--- src/design/mprsm_pkg.sv ---
`default_nettype none
// ----------------------------------------------------------------------------
// mprsm_pkg
// Shared types, codes and helpers for the picture reference slot manager.
// ----------------------------------------------------------------------------
package mprsm_pkg;

    // Slot codes.
    localparam logic [2:0] SLOT_NONE    = 3'd0;
    localparam logic [2:0] SLOT_A1      = 3'd1;
    localparam logic [2:0] SLOT_A2      = 3'd2;
    localparam logic [2:0] SLOT_B       = 3'd3;
    localparam logic [2:0] SLOT_DROP_IP = 3'd4;
    localparam logic [2:0] SLOT_DROP_B  = 3'd5;

    // Result status codes.
    localparam logic [3:0] ST_PIC_OK      = 4'd0;
    localparam logic [3:0] ST_PIC_SKIP    = 4'd1;
    localparam logic [3:0] ST_SLICE_DEC   = 4'd2;
    localparam logic [3:0] ST_SLICE_DROP  = 4'd3;
    localparam logic [3:0] ST_EXT_OK      = 4'd4;
    localparam logic [3:0] ST_EXT_REJECT  = 4'd5;
    localparam logic [3:0] ST_UNKNOWN     = 4'd6;
    localparam logic [3:0] ST_PRESENTED   = 4'd7;
    localparam logic [3:0] ST_NOT_PRESENT = 4'd8;

    // Picture coding types.
    localparam logic [2:0] PTYPE_I = 3'd1;
    localparam logic [2:0] PTYPE_P = 3'd2;
    localparam logic [2:0] PTYPE_B = 3'd3;

    // Opcodes and start codes.
    localparam logic       OP_PACKET   = 1'b0;
    localparam logic       OP_EMIT     = 1'b1;
    localparam logic [7:0] SC_PICTURE  = 8'h00;
    localparam logic [7:0] SC_SLICE_HI = 8'hAF;
    localparam logic [7:0] SC_EXT      = 8'hB5;
    localparam logic [3:0] EXT_PIC_CODING = 4'h8;

    // Configuration register indexes.
    localparam logic [1:0] CFG_DROP_LEVEL = 2'd0;
    localparam logic [1:0] CFG_ALLOW_B    = 2'd1;
    localparam logic [1:0] CFG_MPEG2      = 2'd2;

    localparam int CFG_IDX_W  = 2;
    localparam int CFG_DATA_W = 2;

    typedef struct packed {
        logic [1:0] drop_level;
        logic       allow_b;
        logic       mpeg2;
    } t_cfg;

    typedef struct packed {
        logic [2:0] cur_slot;
        logic [2:0] fwd_slot;
        logic [2:0] bwd_slot;
        logic [2:0] show_slot;
        logic       ext_allowed;
        logic [9:0] tref;
        logic [2:0] ptype;
        logic [3:0] fh_code;
        logic [3:0] fv_code;
        logic [3:0] bh_code;
        logic [3:0] bv_code;
        logic [1:0] full_pel;
    } t_state;

    typedef struct packed {
        logic [3:0] status;
        logic [2:0] cur_slot;
        logic [2:0] fwd_slot;
        logic [2:0] bwd_slot;
        logic [2:0] present_slot;
        logic [2:0] ptype;
        logic [9:0] tref;
        logic [3:0] fh_code;
        logic [3:0] fv_code;
        logic [3:0] bh_code;
        logic [3:0] bv_code;
        logic [1:0] full_pel;
    } t_result;

    function automatic logic [2:0] other_anchor(input logic [2:0] s);
        return (s == SLOT_A1) ? SLOT_A2 : SLOT_A1;
    endfunction

    // A code of zero stays zero, otherwise it is stored minus one.
    function automatic logic [3:0] code_dec4(input logic [3:0] c);
        return (c == 4'd0) ? 4'd0 : c - 4'd1;
    endfunction

    function automatic logic is_dropped(input logic [2:0] s);
        return (s == SLOT_DROP_IP) || (s == SLOT_DROP_B);
    endfunction

endpackage
`default_nettype wire

--- src/design/mprsm_step.sv ---
`default_nettype none
// ----------------------------------------------------------------------------
// mprsm_step
// Combinational next-state and result logic for one event.
// ----------------------------------------------------------------------------
module mprsm_step (
    input  wire mprsm_pkg::t_state  i_state,
    input  wire mprsm_pkg::t_cfg    i_cfg,
    input  wire logic               i_opcode,
    input  wire logic [7:0]         i_start_code,
    input  wire logic [39:0]        i_header_bits,
    output mprsm_pkg::t_state       o_state,
    output mprsm_pkg::t_result      o_result
);

    always_comb begin
        mprsm_pkg::t_state n;
        logic [3:0] status;
        logic [2:0] ptype;
        logic [2:0] slot;
        logic [2:0] anchor;
        logic       drop;
        logic       refs_ok;

        n      = i_state;
        status = mprsm_pkg::ST_UNKNOWN;
        ptype  = i_header_bits[29:27];
        slot   = mprsm_pkg::SLOT_NONE;
        anchor = mprsm_pkg::SLOT_NONE;
        drop   = 1'b0;

        refs_ok = 1'b1;
        if (ptype == mprsm_pkg::PTYPE_B) begin
            refs_ok = (i_state.fwd_slot != mprsm_pkg::SLOT_NONE) &&
                      (i_state.bwd_slot != mprsm_pkg::SLOT_NONE);
        end else if (ptype == mprsm_pkg::PTYPE_P) begin
            refs_ok = (i_state.fwd_slot != mprsm_pkg::SLOT_NONE);
        end else if (ptype != mprsm_pkg::PTYPE_I) begin
            refs_ok = 1'b0;
        end

        if (i_opcode == mprsm_pkg::OP_EMIT) begin
            status = mprsm_pkg::is_dropped(i_state.cur_slot) ?
                     mprsm_pkg::ST_NOT_PRESENT : mprsm_pkg::ST_PRESENTED;
            // After a B picture is shown, display falls back to the past anchor.
            if (i_state.show_slot == mprsm_pkg::SLOT_B ||
                i_state.show_slot == mprsm_pkg::SLOT_DROP_B) begin
                n.show_slot = i_state.bwd_slot;
            end
        end else if (i_start_code == mprsm_pkg::SC_PICTURE) begin
            n.ext_allowed = 1'b0;
            n.tref        = i_header_bits[39:30];
            n.ptype       = ptype;
            if (!refs_ok) begin
                status = mprsm_pkg::ST_PIC_SKIP;
            end else begin
                status        = mprsm_pkg::ST_PIC_OK;
                n.ext_allowed = i_cfg.mpeg2;
                if (ptype != mprsm_pkg::PTYPE_I) begin
                    n.full_pel[0] = i_header_bits[10];
                    n.fh_code     = mprsm_pkg::code_dec4({1'b0, i_header_bits[9:7]});
                    n.fv_code     = mprsm_pkg::code_dec4({1'b0, i_header_bits[9:7]});
                end
                case (ptype)
                    mprsm_pkg::PTYPE_B: begin
                        n.full_pel[1] = i_header_bits[6];
                        n.bh_code     = mprsm_pkg::code_dec4({1'b0, i_header_bits[5:3]});
                        n.bv_code     = mprsm_pkg::code_dec4({1'b0, i_header_bits[5:3]});
                        slot = (i_cfg.drop_level == 2'd0 && i_cfg.allow_b) ?
                               mprsm_pkg::SLOT_B : mprsm_pkg::SLOT_DROP_B;
                        n.cur_slot  = slot;
                        n.show_slot = slot;
                    end
                    mprsm_pkg::PTYPE_I: begin
                        drop = (i_cfg.drop_level == 2'd3);
                        if (i_state.fwd_slot == mprsm_pkg::SLOT_NONE) begin
                            slot = drop ? mprsm_pkg::SLOT_DROP_IP : mprsm_pkg::SLOT_A1;
                            n.cur_slot  = slot;
                            n.fwd_slot  = slot;
                            n.show_slot = slot;
                        end else begin
                            anchor = (i_state.bwd_slot != mprsm_pkg::SLOT_NONE) ?
                                     i_state.bwd_slot : i_state.fwd_slot;
                            slot = drop ? mprsm_pkg::SLOT_DROP_IP :
                                   mprsm_pkg::other_anchor(anchor);
                            n.fwd_slot  = anchor;
                            n.cur_slot  = slot;
                            n.bwd_slot  = slot;
                            n.show_slot = slot;
                        end
                    end
                    default: begin
                        // P picture.
                        drop = (i_cfg.drop_level >= 2'd2);
                        if (i_state.fwd_slot == mprsm_pkg::SLOT_DROP_IP) begin
                            n.cur_slot = mprsm_pkg::SLOT_DROP_IP;
                            n.fwd_slot = mprsm_pkg::SLOT_DROP_IP;
                            n.bwd_slot = mprsm_pkg::SLOT_DROP_IP;
                        end else if (i_state.bwd_slot == mprsm_pkg::SLOT_NONE) begin
                            slot = drop ? mprsm_pkg::SLOT_DROP_IP :
                                   mprsm_pkg::other_anchor(i_state.fwd_slot);
                            n.cur_slot  = slot;
                            n.bwd_slot  = slot;
                            n.show_slot = slot;
                        end else begin
                            anchor = i_state.bwd_slot;
                            slot = (drop || anchor == mprsm_pkg::SLOT_DROP_IP) ?
                                   mprsm_pkg::SLOT_DROP_IP :
                                   mprsm_pkg::other_anchor(anchor);
                            n.fwd_slot  = anchor;
                            n.cur_slot  = slot;
                            n.bwd_slot  = slot;
                            n.show_slot = slot;
                        end
                    end
                endcase
            end
        end else if (i_start_code <= mprsm_pkg::SC_SLICE_HI) begin
            status = mprsm_pkg::is_dropped(i_state.cur_slot) ?
                     mprsm_pkg::ST_SLICE_DROP : mprsm_pkg::ST_SLICE_DEC;
        end else if (i_start_code == mprsm_pkg::SC_EXT) begin
            if (i_header_bits[39:36] == mprsm_pkg::EXT_PIC_CODING &&
                i_state.ext_allowed) begin
                status        = mprsm_pkg::ST_EXT_OK;
                n.fh_code     = mprsm_pkg::code_dec4(i_header_bits[35:32]);
                n.fv_code     = mprsm_pkg::code_dec4(i_header_bits[31:28]);
                n.bh_code     = mprsm_pkg::code_dec4(i_header_bits[27:24]);
                n.bv_code     = mprsm_pkg::code_dec4(i_header_bits[23:20]);
                n.ext_allowed = 1'b0;
            end else begin
                status = mprsm_pkg::ST_EXT_REJECT;
            end
        end

        o_state = n;

        o_result.status       = status;
        o_result.cur_slot     = n.cur_slot;
        o_result.fwd_slot     = n.fwd_slot;
        o_result.bwd_slot     = n.bwd_slot;
        o_result.present_slot = (i_opcode == mprsm_pkg::OP_EMIT) ?
                                i_state.show_slot : n.show_slot;
        o_result.ptype        = n.ptype;
        o_result.tref         = n.tref;
        o_result.fh_code      = n.fh_code;
        o_result.fv_code      = n.fv_code;
        o_result.bh_code      = n.bh_code;
        o_result.bv_code      = n.bv_code;
        o_result.full_pel     = n.full_pel;
    end

endmodule
`default_nettype wire

--- src/design/mpeg_picture_reference_slot_manager.sv ---
`default_nettype none
// ----------------------------------------------------------------------------
// mpeg_picture_reference_slot_manager
// Tracks anchor, B and display slots from picture, slice, extension and emit
// events of an MPEG-1/MPEG-2 video stream.
// ----------------------------------------------------------------------------
//
//  Channel  Handshake                        Payload
//  -------  -------------------------------  -------------------------------
//  input    i_in_valid / o_in_ready          opcode, start code, 40 header bits
//  output   o_out_valid / i_out_ready        status, four slots, picture fields
//  config   i_cfg_we (no wait, no readback)  i_cfg_index, i_cfg_data
//
// Each word is captured in an input register, processed by one stage of
// shallow logic, and written to a result register together with the slot
// state; a word is accepted every cycle unless the result register stalls,
// and its result is shown on the outputs from the result register.
// A stalled result register holds its word and stops the input stage;
// the input register still takes one more word while a result waits.
// Reset is synchronous, active low, and clears the valid flags, the slot state
// and the configuration registers (allow_b resets to 1).
//
module mpeg_picture_reference_slot_manager (
    input  wire logic        i_clk,
    input  wire logic        i_rst_n,
    // Input channel
    input  wire logic        i_in_valid,
    output logic             o_in_ready,
    input  wire logic        i_opcode,
    input  wire logic [7:0]  i_start_code,
    input  wire logic [39:0] i_header_bits,
    // Output channel
    output logic             o_out_valid,
    input  wire logic        i_out_ready,
    output logic [3:0]       o_status,
    output logic [2:0]       o_current_slot,
    output logic [2:0]       o_future_slot,
    output logic [2:0]       o_past_slot,
    output logic [2:0]       o_present_slot,
    output logic [2:0]       o_picture_type,
    output logic [9:0]       o_temporal_ref,
    output logic [3:0]       o_forward_h_code,
    output logic [3:0]       o_forward_v_code,
    output logic [3:0]       o_backward_h_code,
    output logic [3:0]       o_backward_v_code,
    output logic [1:0]       o_full_pel_flags,
    // Configuration port
    input  wire logic                             i_cfg_we,
    input  wire logic [mprsm_pkg::CFG_IDX_W-1:0]  i_cfg_index,
    input  wire logic [mprsm_pkg::CFG_DATA_W-1:0] i_cfg_data
);

    // Configuration registers.
    mprsm_pkg::t_cfg r_cfg;

    always_ff @(posedge i_clk) begin
        if (!i_rst_n) begin
            r_cfg.drop_level <= 2'd0;
            r_cfg.allow_b    <= 1'b1;
            r_cfg.mpeg2      <= 1'b0;
        end else if (i_cfg_we) begin
            case (i_cfg_index)
                mprsm_pkg::CFG_DROP_LEVEL: r_cfg.drop_level <= i_cfg_data[1:0];
                mprsm_pkg::CFG_ALLOW_B:    r_cfg.allow_b    <= i_cfg_data[0];
                mprsm_pkg::CFG_MPEG2:      r_cfg.mpeg2      <= i_cfg_data[0];
                default: ;  // Indexes past the register list are ignored.
            endcase
        end
    end

    // Input register.
    logic        r_in_vld;
    logic        r_in_op;
    logic [7:0]  r_in_sc;
    logic [39:0] r_in_hdr;

    // Result register and slot state.
    logic                 r_out_vld;
    mprsm_pkg::t_result   r_res;
    mprsm_pkg::t_state    r_st;

    mprsm_pkg::t_state    n_st;
    mprsm_pkg::t_result   n_res;
    logic                 advance;

    // The input word moves into the result register whenever that register
    // is empty or its word is being taken this cycle.
    assign advance    = r_in_vld && (!r_out_vld || i_out_ready);
    assign o_in_ready = !r_in_vld || advance;

    always_ff @(posedge i_clk) begin
        if (!i_rst_n) begin
            r_in_vld <= 1'b0;
        end else if (o_in_ready) begin
            r_in_vld <= i_in_valid;
        end
    end

    always_ff @(posedge i_clk) begin
        if (o_in_ready && i_in_valid) begin
            r_in_op  <= i_opcode;
            r_in_sc  <= i_start_code;
            r_in_hdr <= i_header_bits;
        end
    end

    mprsm_step u_step (
        .i_state       (r_st),
        .i_cfg         (r_cfg),
        .i_opcode      (r_in_op),
        .i_start_code  (r_in_sc),
        .i_header_bits (r_in_hdr),
        .o_state       (n_st),
        .o_result      (n_res)
    );

    // The slot state commits in the same cycle the result is registered, so
    // the next word in the input register already sees it.
    always_ff @(posedge i_clk) begin
        if (!i_rst_n) begin
            r_st      <= '0;
            r_out_vld <= 1'b0;
        end else begin
            if (advance) begin
                r_st <= n_st;
            end
            if (advance) begin
                r_out_vld <= 1'b1;
            end else if (i_out_ready) begin
                r_out_vld <= 1'b0;
            end
        end
    end

    always_ff @(posedge i_clk) begin
        if (advance) begin
            r_res <= n_res;
        end
    end

    assign o_out_valid       = r_out_vld;
    assign o_status          = r_res.status;
    assign o_current_slot    = r_res.cur_slot;
    assign o_future_slot     = r_res.fwd_slot;
    assign o_past_slot       = r_res.bwd_slot;
    assign o_present_slot    = r_res.present_slot;
    assign o_picture_type    = r_res.ptype;
    assign o_temporal_ref    = r_res.tref;
    assign o_forward_h_code  = r_res.fh_code;
    assign o_forward_v_code  = r_res.fv_code;
    assign o_backward_h_code = r_res.bh_code;
    assign o_backward_v_code = r_res.bv_code;
    assign o_full_pel_flags  = r_res.full_pel;

`ifndef SYNTH
    // A word that leaves the input register always shows up as a result.
    a_advance_shows: assert property (@(posedge i_clk) disable iff (!i_rst_n)
        advance |=> o_out_valid)
        else $error("result register not loaded after advance");

    // A taken input word lands in the input register.
    a_input_held: assert property (@(posedge i_clk) disable iff (!i_rst_n)
        (i_in_valid && o_in_ready) |=> r_in_vld)
        else $error("accepted word lost at input register");

    // A past anchor is never set without a future anchor.
    a_anchor_order: assert property (@(posedge i_clk) disable iff (!i_rst_n)
        (r_st.fwd_slot == mprsm_pkg::SLOT_NONE) |->
        (r_st.bwd_slot == mprsm_pkg::SLOT_NONE))
        else $error("past slot set without future slot");

    // An accepted extension closes the window.
    a_ext_closes: assert property (@(posedge i_clk) disable iff (!i_rst_n)
        (advance && n_res.status == mprsm_pkg::ST_EXT_OK) |=> !r_st.ext_allowed)
        else $error("extension window still open after accepted extension");

    // Current and present slot codes in a shown result stay within the defined set.
    a_slot_range: assert property (@(posedge i_clk) disable iff (!i_rst_n)
        o_out_valid |-> (o_current_slot <= mprsm_pkg::SLOT_DROP_B &&
                         o_present_slot <= mprsm_pkg::SLOT_DROP_B))
        else $error("slot code out of range");
`endif

endmodule
`default_nettype wire
--- config.mk ---
export PLATFORM = sky130hd
export DESIGN_NAME = mpeg_picture_reference_slot_manager
export DESIGN_NICKNAME = d
export VERILOG_FILES = /design/src/design/mprsm_pkg.sv /design/src/design/mprsm_step.sv /design/src/design/mpeg_picture_reference_slot_manager.sv
export SDC_FILE = /design/constraint.sdc
export NUM_CORES = 1
export LEC_CHECK = 0
export ABC_CLOCK_PERIOD_IN_PS = 3300
export BUFFER_PORTS_ARGS = -buffer_cell sky130_fd_sc_hd__clkbuf_2
export CORE_ASPECT_RATIO = 0.6
export CORE_MARGIN = 1.5
export CORE_UTILIZATION = 45
export CTS_CLUSTER_SIZE = 8
export DETAILED_ROUTE_END_ITERATION = 7
export PLACE_DENSITY = 0.66
export RECOVER_POWER = 50
export SYNTH_ARGS = -nofsm -noshare
export SYNTH_HDL_FRONTEND = slang
export SYNTH_HIERARCHICAL = 1
export SYNTH_SLANG_ARGS = --single-unit
--- constraint.sdc ---
create_clock -name i_clk -period 3.3 [get_ports i_clk]
set_input_delay 0.33 -clock i_clk [delete_from_list [all_inputs] [get_ports i_clk]]
set_output_delay 0.33 -clock i_clk [all_outputs]
set_load 0.02 [all_outputs]
==> metrics.md <==
| Metric | Value |
|---|---|
| Total power | 4040 uW |
| Initial antenna violation count | 0 |
| Final #Nets | approximately 740 |
| Status | finished with violations |
| Total Wirelength | between 15,000 and 20,000 microns |
| Fin. Hold Viols | 0 |
| Fin area | 7450 sq um |
| Post-place setup slack | between 0.7 and 0.8 ns |
| Max Buffers Root-to-Sink | 2 |
| Max Transition Viols Final | 190 |
| Hold WC Path Type | input pin to flip-flop |
| Final setup vio count | 0 |
| Max frequency | 366 MHz |
| # Post-CTS Setup Buffers | 0 |
| Quantity of I/O buffers inserted on ports | 94 |
| Synth Cell Area | roughly 6700 sq um |
| CP Max Fanout | 17 |
| Hold_sp | i_header_bits[23] |
| I/O pin count | 107 |
| RSZ-0062 raised after global routing | false |
| Hold-fix buffers, CTS | 0 |
| CTS HTree Levels | 4 |
| CP endpoint kind | flip-flop |
| Std cell rows | 34 |
| Worst vdd ir | about 0.26 mV |
| Final worst-path cycle share | 0.827 |
| Dpl cell area | 6940 sq um |
| R2r startpoint | r_in_op |
| N_diodes | 0 |
| Clock buffer count from CTS | 17 |
| Slew margin rel. | -0.457 |
| Final setup TNS | 0 ns |
| Drt pass-1 iters | 5 |
| Largest net degree at the start of global routing | 97 |
| Via count | slightly below 5,000 |
| Minimum clock period | 2.73 ns |
| Layout cell share with drive strength beyond 1 | 0.157 |
| Vias in the first global route | 4,769 |
| Vias/cell | ~5.5 |
| Gr usage total | 0.199 |
| Syn Inst Count | about 630 |
| DIE AREA | 15,600 sq um |
| Final ANT Viol Nets | 0 |
| Starting Density | 0.461 |
| Syn avg cell area | 10.5 sq um |
| Placer Congestion | about 0.97 |
| PostCTS Resize Cnt | 0 |
| Worst-margin pin slew | roughly 2.2 ns |
| Dpl hpwl | 10,500 microns |
| Worst Path Arrival | roughly 3.0 ns |
| Worst endpoint required time | 3.52 ns |
| Crit Path Category | flip-flop to flip-flop |
| Ys Warns | 6 |
| First-pass GRT wire length | roughly 24,000 microns |
| CTS tree | done |
| Failing checks | capacitance limit, slew limit |
| Core footprint | approximately 15,000 sq um |
| Gr ovfl total | 0 |
| Worst setup margin | around 0.57 ns |
| CTS root buf | clkbuf_16 |
| Die Width | roughly 160 microns |
| Max-Cap Viols | 3 |
| Area grow syn2layout | 11.5% |
| CP startpoint | r_in_op |
| Syn Nets | 696 |
| Max Clock Skew | just under 0.008 ns |
| Initial DRC Count | 484 |
| Crit start category | flip-flop |
| Leakage | 0.00258 uW |
| PD cells | between 500 and 600 nW/um^2 |
| Reg clk slew, reported paths | 0.06 ns |
| Die Height | just under 100 microns |
| Wire length per cell | 16.9 microns |
| Clock sinks | 134 |
| Residual DRC | 0 |
| Skew-Pair Late Insertion Delay | 0.42 ns |
## layer usage
layer	global-route usage	wire (microns)
met2	0.282	6220
met1	0.301	7630
met5	0	0
met3	0.0495	1080
met4	0.0546	145
## placed cells by master (no fill, tap or decap), types with 7 or more instances in the layout
cell / n
nand2_1: 122
edfxtp_1: 84
clkbuf_1: 55
dfxtp_1: 50
mux2i_1: 46
clkbuf_2: 43
a21oi_1: 34
o21ai_0: 31
nor2_1: 24
clkbuf_16: 17
nor3_1: 15
mux2_2: 15
o31ai_1: 12
inv_1: 10
nand3_1: 9
nand2b_1: 7
## final cells by class
class                      count  area [sq um]
multi-input combinational    414          2580
clock buffer                  18           429
inverter                      10          37.5
fill                        1307          7050
tap                          198           248
timing repair buffer         103           463
clock inverter                14           174
sequential                   134          3520
## worst paths after layout
path / endpoint / slack, ns / depth (start not counted)
max: r_st[0] / 0.57 / 7
min: r_in_hdr[23] / 0.08 / 1
max reg2reg: r_st[0] / 0.57 / 7
min reg2reg: r_st[29] / 0.46 / 2
## where the power goes
part / total, uW / switching [uW] / leakage, uW / internal, uW
logic: 232 / 157 / 0.00111 / 74.9
registers: 1880 / 43.2 / 0.00119 / 1840
clock network: 1930 / 734 / 0.000283 / 1190
## registers in the layout (all words and copies together) (netlist names), 2 cells and up
name,count
o_past_slot,3
o_backward_v_code,4
r_in_hdr,28
r_st,44
o_future_slot,3
o_forward_h_code,4
o_present_slot,3
o_backward_h_code,4
o_current_slot,3
r_in_sc,8
o_temporal_ref,10
o_forward_v_code,4
o_full_pel_flags,2
o_status,4
r_cfg,4
o_picture_type,3
## critical path, cell delays in order, from the launching register on
cell and delay [ns]:
edfxtp_1 0.59, or4_1 0.64, nor3_4 0.27, nand3_4 0.23, nor2_1 0.26, mux2_2 0.38, nand2_1 0.06, mux2i_1 0.11
## per-stage QoR
step / util / instances / hold WS [ns]
final: 0.514 / 891 / 0.0846
after global routing: 0.514 / 891 / 0.0679
after CTS: 0.520 / 891 / 0.0691
after detailed placement: 0.479 / 859 / 0.447
after global placement: 0.479 / 859 / 0.439
after floorplan: - / 634 / 0.429
No activity file was read; power rests on OpenSTA's default activity.
